## src/design/acbc_pkg.sv

```systemverilog
// Package: constants, types and AES helper functions for the CBC decryptor.
`timescale 1ns / 1ps
package acbc_pkg;

  localparam int unsigned NumRounds  = 10;
  localparam int unsigned KeyWords   = 44;
  localparam int unsigned BlockBytes = 16;
  localparam int unsigned CfgIdxW    = 3;
  localparam int unsigned CfgDataW   = 64;
  localparam int unsigned RkAddrW    = 6;
  localparam int unsigned RoundW     = 4;

  localparam logic [CfgIdxW-1:0] RegKeyHigh   = 3'd0;
  localparam logic [CfgIdxW-1:0] RegKeyLow    = 3'd1;
  localparam logic [CfgIdxW-1:0] RegIvHigh    = 3'd2;
  localparam logic [CfgIdxW-1:0] RegIvLow     = 3'd3;
  localparam logic [CfgIdxW-1:0] RegChainMode = 3'd4;

  typedef struct packed {
    logic [63:0] cipher_high;
    logic [63:0] cipher_low;
    logic        first_block;
    logic        last_block;
  } in_beat_t;

  typedef struct packed {
    logic [63:0] plain_high;
    logic [63:0] plain_low;
    logic [4:0]  plain_length;
  } out_beat_t;

  typedef enum logic [1:0] {
    KsIdle,
    KsRun
  } ks_state_e;

  typedef enum logic [2:0] {
    CoIdle,
    CoKeyFirst,
    CoRound,
    CoLast,
    CoDone
  } core_state_e;

  // Forward S-box.
  function automatic logic [7:0] sbox(input logic [7:0] x);
    logic [7:0] t [256];
    t = '{
      8'h63,8'h7c,8'h77,8'h7b,8'hf2,8'h6b,8'h6f,8'hc5,8'h30,8'h01,8'h67,8'h2b,8'hfe,8'hd7,8'hab,8'h76,
      8'hca,8'h82,8'hc9,8'h7d,8'hfa,8'h59,8'h47,8'hf0,8'had,8'hd4,8'ha2,8'haf,8'h9c,8'ha4,8'h72,8'hc0,
      8'hb7,8'hfd,8'h93,8'h26,8'h36,8'h3f,8'hf7,8'hcc,8'h34,8'ha5,8'he5,8'hf1,8'h71,8'hd8,8'h31,8'h15,
      8'h04,8'hc7,8'h23,8'hc3,8'h18,8'h96,8'h05,8'h9a,8'h07,8'h12,8'h80,8'he2,8'heb,8'h27,8'hb2,8'h75,
      8'h09,8'h83,8'h2c,8'h1a,8'h1b,8'h6e,8'h5a,8'ha0,8'h52,8'h3b,8'hd6,8'hb3,8'h29,8'he3,8'h2f,8'h84,
      8'h53,8'hd1,8'h00,8'hed,8'h20,8'hfc,8'hb1,8'h5b,8'h6a,8'hcb,8'hbe,8'h39,8'h4a,8'h4c,8'h58,8'hcf,
      8'hd0,8'hef,8'haa,8'hfb,8'h43,8'h4d,8'h33,8'h85,8'h45,8'hf9,8'h02,8'h7f,8'h50,8'h3c,8'h9f,8'ha8,
      8'h51,8'ha3,8'h40,8'h8f,8'h92,8'h9d,8'h38,8'hf5,8'hbc,8'hb6,8'hda,8'h21,8'h10,8'hff,8'hf3,8'hd2,
      8'hcd,8'h0c,8'h13,8'hec,8'h5f,8'h97,8'h44,8'h17,8'hc4,8'ha7,8'h7e,8'h3d,8'h64,8'h5d,8'h19,8'h73,
      8'h60,8'h81,8'h4f,8'hdc,8'h22,8'h2a,8'h90,8'h88,8'h46,8'hee,8'hb8,8'h14,8'hde,8'h5e,8'h0b,8'hdb,
      8'he0,8'h32,8'h3a,8'h0a,8'h49,8'h06,8'h24,8'h5c,8'hc2,8'hd3,8'hac,8'h62,8'h91,8'h95,8'he4,8'h79,
      8'he7,8'hc8,8'h37,8'h6d,8'h8d,8'hd5,8'h4e,8'ha9,8'h6c,8'h56,8'hf4,8'hea,8'h65,8'h7a,8'hae,8'h08,
      8'hba,8'h78,8'h25,8'h2e,8'h1c,8'ha6,8'hb4,8'hc6,8'he8,8'hdd,8'h74,8'h1f,8'h4b,8'hbd,8'h8b,8'h8a,
      8'h70,8'h3e,8'hb5,8'h66,8'h48,8'h03,8'hf6,8'h0e,8'h61,8'h35,8'h57,8'hb9,8'h86,8'hc1,8'h1d,8'h9e,
      8'he1,8'hf8,8'h98,8'h11,8'h69,8'hd9,8'h8e,8'h94,8'h9b,8'h1e,8'h87,8'he9,8'hce,8'h55,8'h28,8'hdf,
      8'h8c,8'ha1,8'h89,8'h0d,8'hbf,8'he6,8'h42,8'h68,8'h41,8'h99,8'h2d,8'h0f,8'hb0,8'h54,8'hbb,8'h16};
    return t[x];
  endfunction

  // Inverse S-box.
  function automatic logic [7:0] inv_sbox(input logic [7:0] x);
    logic [7:0] t [256];
    t = '{
      8'h52,8'h09,8'h6a,8'hd5,8'h30,8'h36,8'ha5,8'h38,8'hbf,8'h40,8'ha3,8'h9e,8'h81,8'hf3,8'hd7,8'hfb,
      8'h7c,8'he3,8'h39,8'h82,8'h9b,8'h2f,8'hff,8'h87,8'h34,8'h8e,8'h43,8'h44,8'hc4,8'hde,8'he9,8'hcb,
      8'h54,8'h7b,8'h94,8'h32,8'ha6,8'hc2,8'h23,8'h3d,8'hee,8'h4c,8'h95,8'h0b,8'h42,8'hfa,8'hc3,8'h4e,
      8'h08,8'h2e,8'ha1,8'h66,8'h28,8'hd9,8'h24,8'hb2,8'h76,8'h5b,8'ha2,8'h49,8'h6d,8'h8b,8'hd1,8'h25,
      8'h72,8'hf8,8'hf6,8'h64,8'h86,8'h68,8'h98,8'h16,8'hd4,8'ha4,8'h5c,8'hcc,8'h5d,8'h65,8'hb6,8'h92,
      8'h6c,8'h70,8'h48,8'h50,8'hfd,8'hed,8'hb9,8'hda,8'h5e,8'h15,8'h46,8'h57,8'ha7,8'h8d,8'h9d,8'h84,
      8'h90,8'hd8,8'hab,8'h00,8'h8c,8'hbc,8'hd3,8'h0a,8'hf7,8'he4,8'h58,8'h05,8'hb8,8'hb3,8'h45,8'h06,
      8'hd0,8'h2c,8'h1e,8'h8f,8'hca,8'h3f,8'h0f,8'h02,8'hc1,8'haf,8'hbd,8'h03,8'h01,8'h13,8'h8a,8'h6b,
      8'h3a,8'h91,8'h11,8'h41,8'h4f,8'h67,8'hdc,8'hea,8'h97,8'hf2,8'hcf,8'hce,8'hf0,8'hb4,8'he6,8'h73,
      8'h96,8'hac,8'h74,8'h22,8'he7,8'had,8'h35,8'h85,8'he2,8'hf9,8'h37,8'he8,8'h1c,8'h75,8'hdf,8'h6e,
      8'h47,8'hf1,8'h1a,8'h71,8'h1d,8'h29,8'hc5,8'h89,8'h6f,8'hb7,8'h62,8'h0e,8'haa,8'h18,8'hbe,8'h1b,
      8'hfc,8'h56,8'h3e,8'h4b,8'hc6,8'hd2,8'h79,8'h20,8'h9a,8'hdb,8'hc0,8'hfe,8'h78,8'hcd,8'h5a,8'hf4,
      8'h1f,8'hdd,8'ha8,8'h33,8'h88,8'h07,8'hc7,8'h31,8'hb1,8'h12,8'h10,8'h59,8'h27,8'h80,8'hec,8'h5f,
      8'h60,8'h51,8'h7f,8'ha9,8'h19,8'hb5,8'h4a,8'h0d,8'h2d,8'he5,8'h7a,8'h9f,8'h93,8'hc9,8'h9c,8'hef,
      8'ha0,8'he0,8'h3b,8'h4d,8'hae,8'h2a,8'hf5,8'hb0,8'hc8,8'heb,8'hbb,8'h3c,8'h83,8'h53,8'h99,8'h61,
      8'h17,8'h2b,8'h04,8'h7e,8'hba,8'h77,8'hd6,8'h26,8'he1,8'h69,8'h14,8'h63,8'h55,8'h21,8'h0c,8'h7d};
    return t[x];
  endfunction

  function automatic logic [7:0] xtime(input logic [7:0] x);
    return {x[6:0], 1'b0} ^ (x[7] ? 8'h1b : 8'h00);
  endfunction

  // Inverse MixColumns on one 32-bit column, byte 0 in bits 31:24.
  function automatic logic [31:0] inv_mix_col(input logic [31:0] c);
    logic [7:0] a [4];
    logic [7:0] x2 [4];
    logic [7:0] x4 [4];
    logic [7:0] x8 [4];
    logic [7:0] m9 [4];
    logic [7:0] mb [4];
    logic [7:0] md [4];
    logic [7:0] me [4];
    logic [31:0] r;
    for (int i = 0; i < 4; i++) begin
      a[i]  = c[31-8*i -: 8];
      x2[i] = xtime(a[i]);
      x4[i] = xtime(x2[i]);
      x8[i] = xtime(x4[i]);
      m9[i] = x8[i] ^ a[i];
      mb[i] = x8[i] ^ x2[i] ^ a[i];
      md[i] = x8[i] ^ x4[i] ^ a[i];
      me[i] = x8[i] ^ x4[i] ^ x2[i];
    end
    r[31:24] = me[0] ^ mb[1] ^ md[2] ^ m9[3];
    r[23:16] = m9[0] ^ me[1] ^ mb[2] ^ md[3];
    r[15:8]  = md[0] ^ m9[1] ^ me[2] ^ mb[3];
    r[7:0]   = mb[0] ^ md[1] ^ m9[2] ^ me[3];
    return r;
  endfunction

endpackage

```

## src/design/acbc_key_exp.sv

```systemverilog
// Key schedule sequencer: one round-key word per cycle into the key RAM.
`timescale 1ns / 1ps
module acbc_key_exp (
  input  logic                          clk_i,
  input  logic                          rst_ni,
  input  logic                          start_i,
  input  logic [127:0]                  key_i,
  output logic                          busy_o,
  output logic                          we_o,
  output logic [acbc_pkg::RkAddrW-1:0]  waddr_o,
  output logic [31:0]                   wdata_o
);
  import acbc_pkg::*;

  ks_state_e             state_q, state_d;
  logic [RkAddrW-1:0]    idx_q, idx_d;
  logic [7:0]            rcon_q, rcon_d;
  logic [31:0]           win_q [4];
  logic [31:0]           t_rot;
  logic [31:0]           t_w;

  // Next word from the last four.
  always_comb begin
    t_rot = {win_q[3][23:0], win_q[3][31:24]};
    if (idx_q[1:0] == 2'd0) begin
      t_w = {sbox(t_rot[31:24]), sbox(t_rot[23:16]), sbox(t_rot[15:8]), sbox(t_rot[7:0])}
            ^ {rcon_q, 24'h0};
    end else begin
      t_w = win_q[3];
    end
  end

  always_comb begin
    state_d = state_q;
    idx_d   = idx_q;
    rcon_d  = rcon_q;
    we_o    = 1'b0;
    waddr_o = idx_q;
    wdata_o = win_q[0] ^ t_w;
    case (state_q)
      KsIdle: begin
        if (start_i) begin
          state_d = KsRun;
          idx_d   = '0;
          rcon_d  = 8'h01;
        end
      end
      KsRun: begin
        we_o = 1'b1;
        if (idx_q < RkAddrW'(4)) begin
          wdata_o = key_i[127-32*idx_q[1:0] -: 32];
        end
        if (idx_q >= RkAddrW'(4) && idx_q[1:0] == 2'd0) begin
          rcon_d = xtime(rcon_q);
        end
        if (idx_q == RkAddrW'(KeyWords - 1)) begin
          state_d = KsIdle;
        end
        idx_d = idx_q + RkAddrW'(1);
      end
      default: state_d = KsIdle;
    endcase
    if (start_i) begin
      state_d = KsRun;
      idx_d   = '0;
      rcon_d  = 8'h01;
    end
  end

  assign busy_o = (state_q == KsRun) || start_i;

  always_ff @(posedge clk_i or negedge rst_ni) begin
    if (!rst_ni) begin
      state_q <= KsRun;
      idx_q   <= '0;
      rcon_q  <= 8'h01;
    end else begin
      state_q <= state_d;
      idx_q   <= idx_d;
      rcon_q  <= rcon_d;
    end
  end

  // Sliding window of the last four words.
  always_ff @(posedge clk_i) begin
    if (we_o) begin
      win_q[0] <= win_q[1];
      win_q[1] <= win_q[2];
      win_q[2] <= win_q[3];
      win_q[3] <= wdata_o;
    end
  end
endmodule

```

## config.mk

```make
export PLATFORM = sky130hd
export DESIGN_NAME = acbc_key_exp
export DESIGN_NICKNAME = d
export VERILOG_FILES = /design/src/design/acbc_pkg.sv /design/src/design/acbc_key_exp.sv
export SDC_FILE = /design/constraint.sdc
export NUM_CORES = 1
export LEC_CHECK = 0
export BUFFER_PORTS_ARGS = -buffer_cell sky130_fd_sc_hd__buf_2
export CORE_ASPECT_RATIO = 1.75
export CORE_MARGIN = 5
export CORE_UTILIZATION = 46
export DETAILED_ROUTE_END_ITERATION = 10
export PLACE_DENSITY_LB_ADDON = 0.3
export SYNTH_ARGS = -nofsm -noshare
export SYNTH_HDL_FRONTEND = slang
export SYNTH_SLANG_ARGS = --single-unit
export TNS_END_PERCENT = 10
```

## constraint.sdc

```tcl
create_clock -name clk_i -period 4.45 [get_ports clk_i]
set_clock_uncertainty 0.15 [all_clocks]
set_input_delay 0.445 -clock clk_i [delete_from_list [all_inputs] [get_ports clk_i]]
set_output_delay 0.445 -clock clk_i [all_outputs]
set_load 0.005 [all_outputs]
```

# --- Word-level counts from Yosys, hierarchy flattened ---
# Memories as Yosys holds them, arrays and structs flattened.
# Cells that the tools add are included.
totals:
  wordCells: 59
  in_bits: 131
  rom_bits: 8192
  output_inout_bits: 40
  register_bits: 16
  ram_bits: 128
  n_memories: 5
memory_table:
  columns: ["name", "words", "width", "read_ports", "rd_clocked_by_memory_dff", "write_ports", "line", "rtl"]
  rows:
  - ["(no name shown)", 256, 8, 1, 0, 0, "acbc_pkg.sv:65", "return t[x];"]
  - ["(no name shown)", 256, 8, 1, 0, 0, "acbc_pkg.sv:65", null]
  - ["(no name shown)", 256, 8, 1, 0, 0, "acbc_pkg.sv:65", null]
  - ["(no name shown)", 256, 8, 1, 0, 0, "acbc_pkg.sv:65", null]
  - ["win_q", 4, 32, 4, 0, 4, "acbc_key_exp.sv:18", "logic [31:0] win_q [4];"]
classes:
  n_eq_ne: 4
  n_addsub: 2
  n_mux: 23
  shift: 1
  bitwise: 7
  reduce_logical: 8
  order_cmp: 6
op_table:
  columns: ["op", "count"]
  rows:
  - ["159-bit by 33-bit indexed part select with 32-bit output", 1]
  - ["32-bit 2-to-1 mux", 3]
  - ["8-bit 2-to-1 mux", 11]
  - ["32-bit bitwise XOR", 2]
  - ["9-bit greater-or-equal comparator, second input constant", 4]
  - ["8-bit inverter with 9-bit output", 4]
  - ["6-bit 2-to-1 mux", 2]
  - ["7-bit by 7-bit subtractor with 8-bit output, first input constant", 1]
  - ["8-bit by 5-bit bitwise XOR with 8-bit output", 1]
  - ["6-bit by 1-bit adder with 6-bit output, second input constant", 1]
  - ["6-bit equality test, second input constant", 1]
  - ["6-bit by 3-bit greater-or-equal comparator with 1-bit output, second input constant", 1]
  - ["6-bit by 3-bit < comparator with 1-bit output, second input constant", 1]
  - ["5-bit 2-to-1 mux", 1]
  - ["2-bit zero test", 2]
  - ["2-bit 2-to-1 mux", 2]
  - ["2-bit one-hot mux with 2 select lines", 1]
  - ["2-bit AND reduction", 2]
  - ["2-bit nonzero test", 2]
  - ["1-bit 2-to-1 mux", 3]
  - ["3-bit != test, second input constant", 1]
  - ["2-bit by 1-bit equality test with 1-bit output, second input constant", 1]
  - ["2-bit != test, second input constant", 1]
  - ["1-bit logical AND", 1]
  - ["1-bit logical OR", 1]

# --- Longest topological paths before layout ---
logic_depth:
  word_depth: 9
  depth_mapped: 14

# --- Worst setup path after synthesis ---
# Ideal clock, no wire load.
synth_path:
  path_type: "register to output"
  start: "memory win_q[3][25]"
  end: "output port wdata_o[3]"
  n_path_buf: 3
  path_stages_with_launch: 14
  setup_slack_ns: 0.286
  arrival_ns: 3.569
  required_time_ns: 3.855
  cell_sequence: "edfxtp_1 -> clkbuf_1 -> clkbuf_1 -> inv_1 -> ha_1 -> buf_2 -> nor2b_1 -> a21oi_1 -> mux4_2 -> mux4_2 -> mux2_2 -> mux2i_1 -> xor2_1 -> o21ai_1"
synth_rtl:
  columns: ["element", "line", "rtl"]
  rows:
  - ["from (decl)", "acbc_key_exp.sv:18", null]
  - ["to (decl)", "acbc_key_exp.sv:11", "output logic [31:0] wdata_o"]

==> results by group <==
Setup path
  • R2r startpoint: win_q[3][24]
  • CP Max Fanout: 12
  • Req. time, crit path: 3.86 ns
  • CP Launch Point: win_q[3][24]
  • R2R setup slack: 0.78 ns
  • R2R depth: 10
  • FF-to-FF End: win_q[3][3]
  • Startpoint type of the worst setup path: register
  • Setup CP Type: register to primary output
  • Setup crit end kind: primary output
  • WP data arrival: 3.85 ns
  • Critical Path End: wdata_o[3]

Finish
  • P&R area growth vs syn: 12.92%
  • Fin area: 22,770 sq um
  • Layout cells sized above 1: 25.23%
  • Post-layout util: 52.54%
  • Nets: 2,709

Power and ir drop
  • Sequential Power Share: 16.7%
  • VDD IR-drop max: 331.5 uV
  • Comb pwr share: 71.8%
  • Leak pwr: 8.733 nW
  • Switching share of total power: 50.74%
  • Clock share of power: 11.6%
  • Overall Power: 12.25 mW
  • Pwr dens: 537.9 nW/um^2
  • Internal Pwr Total: 6.034 mW
  • Sw Pwr: 6.216 mW

Global route
  • Vias in the first global route: 21,473
  • Aggregate global-route resource usage: 37.30%
  • Largest net degree at the start of global routing: 111
  • First-pass GRT wire length: 138,100 um
  • Initial antenna violation count: 6
  • Total global routing overflow: 0

Yosys
  • Top FF cell, synth: edfxtp_1
  • Synth warnings: 0
  • Syn Nets: 2,627
  • Synth async-reset ratio: 10.49%
  • Cell with the most instances after synthesis: nand2_1
  • Synth Instances: 2,434
  • Area leader, netlist: edfxtp_1
  • Avg Cell Area, Syn: 8.285 sq um
  • Synth top cells by count: 202 x nand2_1, 188 x nor2_1, 179 x o21ai_0, 174 x a21oi_1, 134 x mux4_2
  • Mapped Area: 20,170 sq um
  • Yosys reg bits: 143
  • Post-synth EDFFs: 128
  • Leading post-synthesis cells by cell area: edfxtp_1 19%, mux4_2 15%, o21ai_0 4.4%, a21oi_1 4.3%, ha_1 3.8%
  • Register area share after synthesis: 20.93%
  • Synth cell types: 97
  • Synth top area share: 19.06%

Clock tree
  • CTS Root Cell: clkbuf_16
  • Clock insertion delay at the later pin of the skew report: 0.44 ns
  • Clk buf depth: 2
  • TritonCTS clock tree: built
  • Post-CTS setup buffer count: 0
  • Clock slew at reported path FFs: 0.07 ns
  • CTS buffer count: 17
  • H-tree depth: 4
  • Num Clock Sinks: 143

Placement
  • Hpwl dp: 67,990 um
  • IO buf count: 170
  • Placed instance area: 21,960 sq um
  • Global placement routability congestion: 1.135

STA
  • Relative slew slack: 38.63%
  • Period utilization: 99.89%
  • Worst Tran Pin Value: 0.9205 ns
  • Fmax: 225.0 MHz
  • Min Tclk post-route: 4.445 ns
  • Max-slew violation count: 0
  • Setup violators final: 0
  • Final-report hold violation count: 0
  • RSZ-0062 raised after global routing: yes

Detailed routing
  • WL/cell: 30.28 um
  • Antenna viol nets, final: 0
  • WL final: 93,880 um
  • DRT iter0 DRCs: 3,746
  • Vias per cell: 7.234
  • Vias: 22,426
  • Post-route DRC violation count: 0
  • DRT Pass-1 Iters: 6

Floorplan
  • Cell row count: 101
  • DIE WIDTH: 168.3 um
  • Initial Util: 46.53%
  • I/O Pins: 171
  • Core Region: 43,350 sq um
  • Die Footprint: 48,290 sq um
  • Die H: 287.0 um

Outcome
  • Result of the run: completed

Hold path
  • Hold depth: 2
  • HP Class: input pin to register

Run
  • Max_cap viols: 0
## cell families after synthesis
group,synth area share (%)
adder cells (fa/ha/maj),3.847
buffers and inverters,7.408
XOR/XNOR,1.477
AND/OR/NAND/NOR,22.08
multiplexers,17.81
flip-flops,20.93
AO/OA/AOI/OAI,26.44
## how the worst min path moves through the flow
stage / from / to / slack (ns)
final: start_i / waddr_o[1] / 0.22
after global placement: rst_ni / rcon_q[3] / 0.21
after CTS: start_i / waddr_o[0] / 0.20
after global routing: start_i / waddr_o[0] / 0.22
after detailed placement: rst_ni / rcon_q[3] / 0.22
after floorplan: rst_ni / rcon_q[1] / -0.0006
## power groups by stage
stage | Combinational (mW) | Clock (mW) | Sequential, mW
3_3_place_gp | 8.35 | 0 | 2.04
2_1_floorplan | 5.51 | 0 | 1.92
4_1_cts | 8.38 | 1.43 | 2.03
5_1_grt | 9.16 | 1.49 | 2.06
6_report | 8.79 | 1.42 | 2.04
3_5_place_dp | 8.30 | 0 | 2.05
## layout by cell type (no fill, tap or decap), types with 56 or more instances in the layout
cell / synthesis / final
nand2b_1: 87 / 83
nor2_1: 188 / 184
edfxtp_1: 128 / 128
nor3_1: 67 / 67
buf_2: 116 / 170
nor2b_1: 63 / 56
nand3_1: 69 / 68
a21oi_1: 174 / 170
o21ai_0: 179 / 173
nand2_1: 202 / 200
mux4_2: 134 / 134
buf_4: 15 / 161
## layer usage
metal	vias to the layer above	track usage [%]	routed length, um
met2	1844	62.00	44050
met1	10625	43.59	31890
met5	-	0	36
li1	9498	-	-
met3	453	7.555	9874
met4	6	24.06	8027
## repair_timing
item	4_1_cts	5_1_grt
setup endpoints to repair	17	28
hold buffers	1	0
hold endpoints to repair	13	0
resized for setup	24	55
pin swaps	0	1
## sequential cells by signal, indices dropped and copies added (netlist names)
register / flops
state_q: 1
rcon_q: 8
win_q: 128
waddr_o: 6
## metrics by stage
stage	cells	setup TNS [ns]	hold WS (ns)	setup slack, ns
final	3100	0	0.2194	0.004894
after global routing	3095	-0.3015	0.2155	-0.05377
after CTS	3095	-0.01572	0.2012	-0.01364
after detailed placement	3062	0	0.2216	0.2230
after global placement	3062	0	0.2090	0.1933
after floorplan	2434	0	-0.0005911	0.2864
## worst max-delay path, cell delays in order, from the launching register on
cell	delay, ns
edfxtp_1	0.45
inv_1	0.14
ha_2	0.52
and2_1	0.31
nor2_1	0.11
mux4_2	0.49
mux4_2	0.50
mux2_2	0.30
mux2i_1	0.16
xor2_1	0.09
o21ai_1	0.19
buf_2	0.16
## layout make-up
| class | instances | area (sq um) |
|---|---|---|
| fillers | 4159 | 20570 |
| multi-input cells | 1957 | 14660 |
| flip-flops and latches | 143 | 4228 |
| repair buffers | 353 | 2441 |
| well taps | 566 | 708.2 |
| clock buffers | 17 | 425.4 |
| inverters | 44 | 165.2 |
| clock inverters | 15 | 137.6 |
| diodes | 5 | 12.51 |
(Power assumes the default switching activity.)
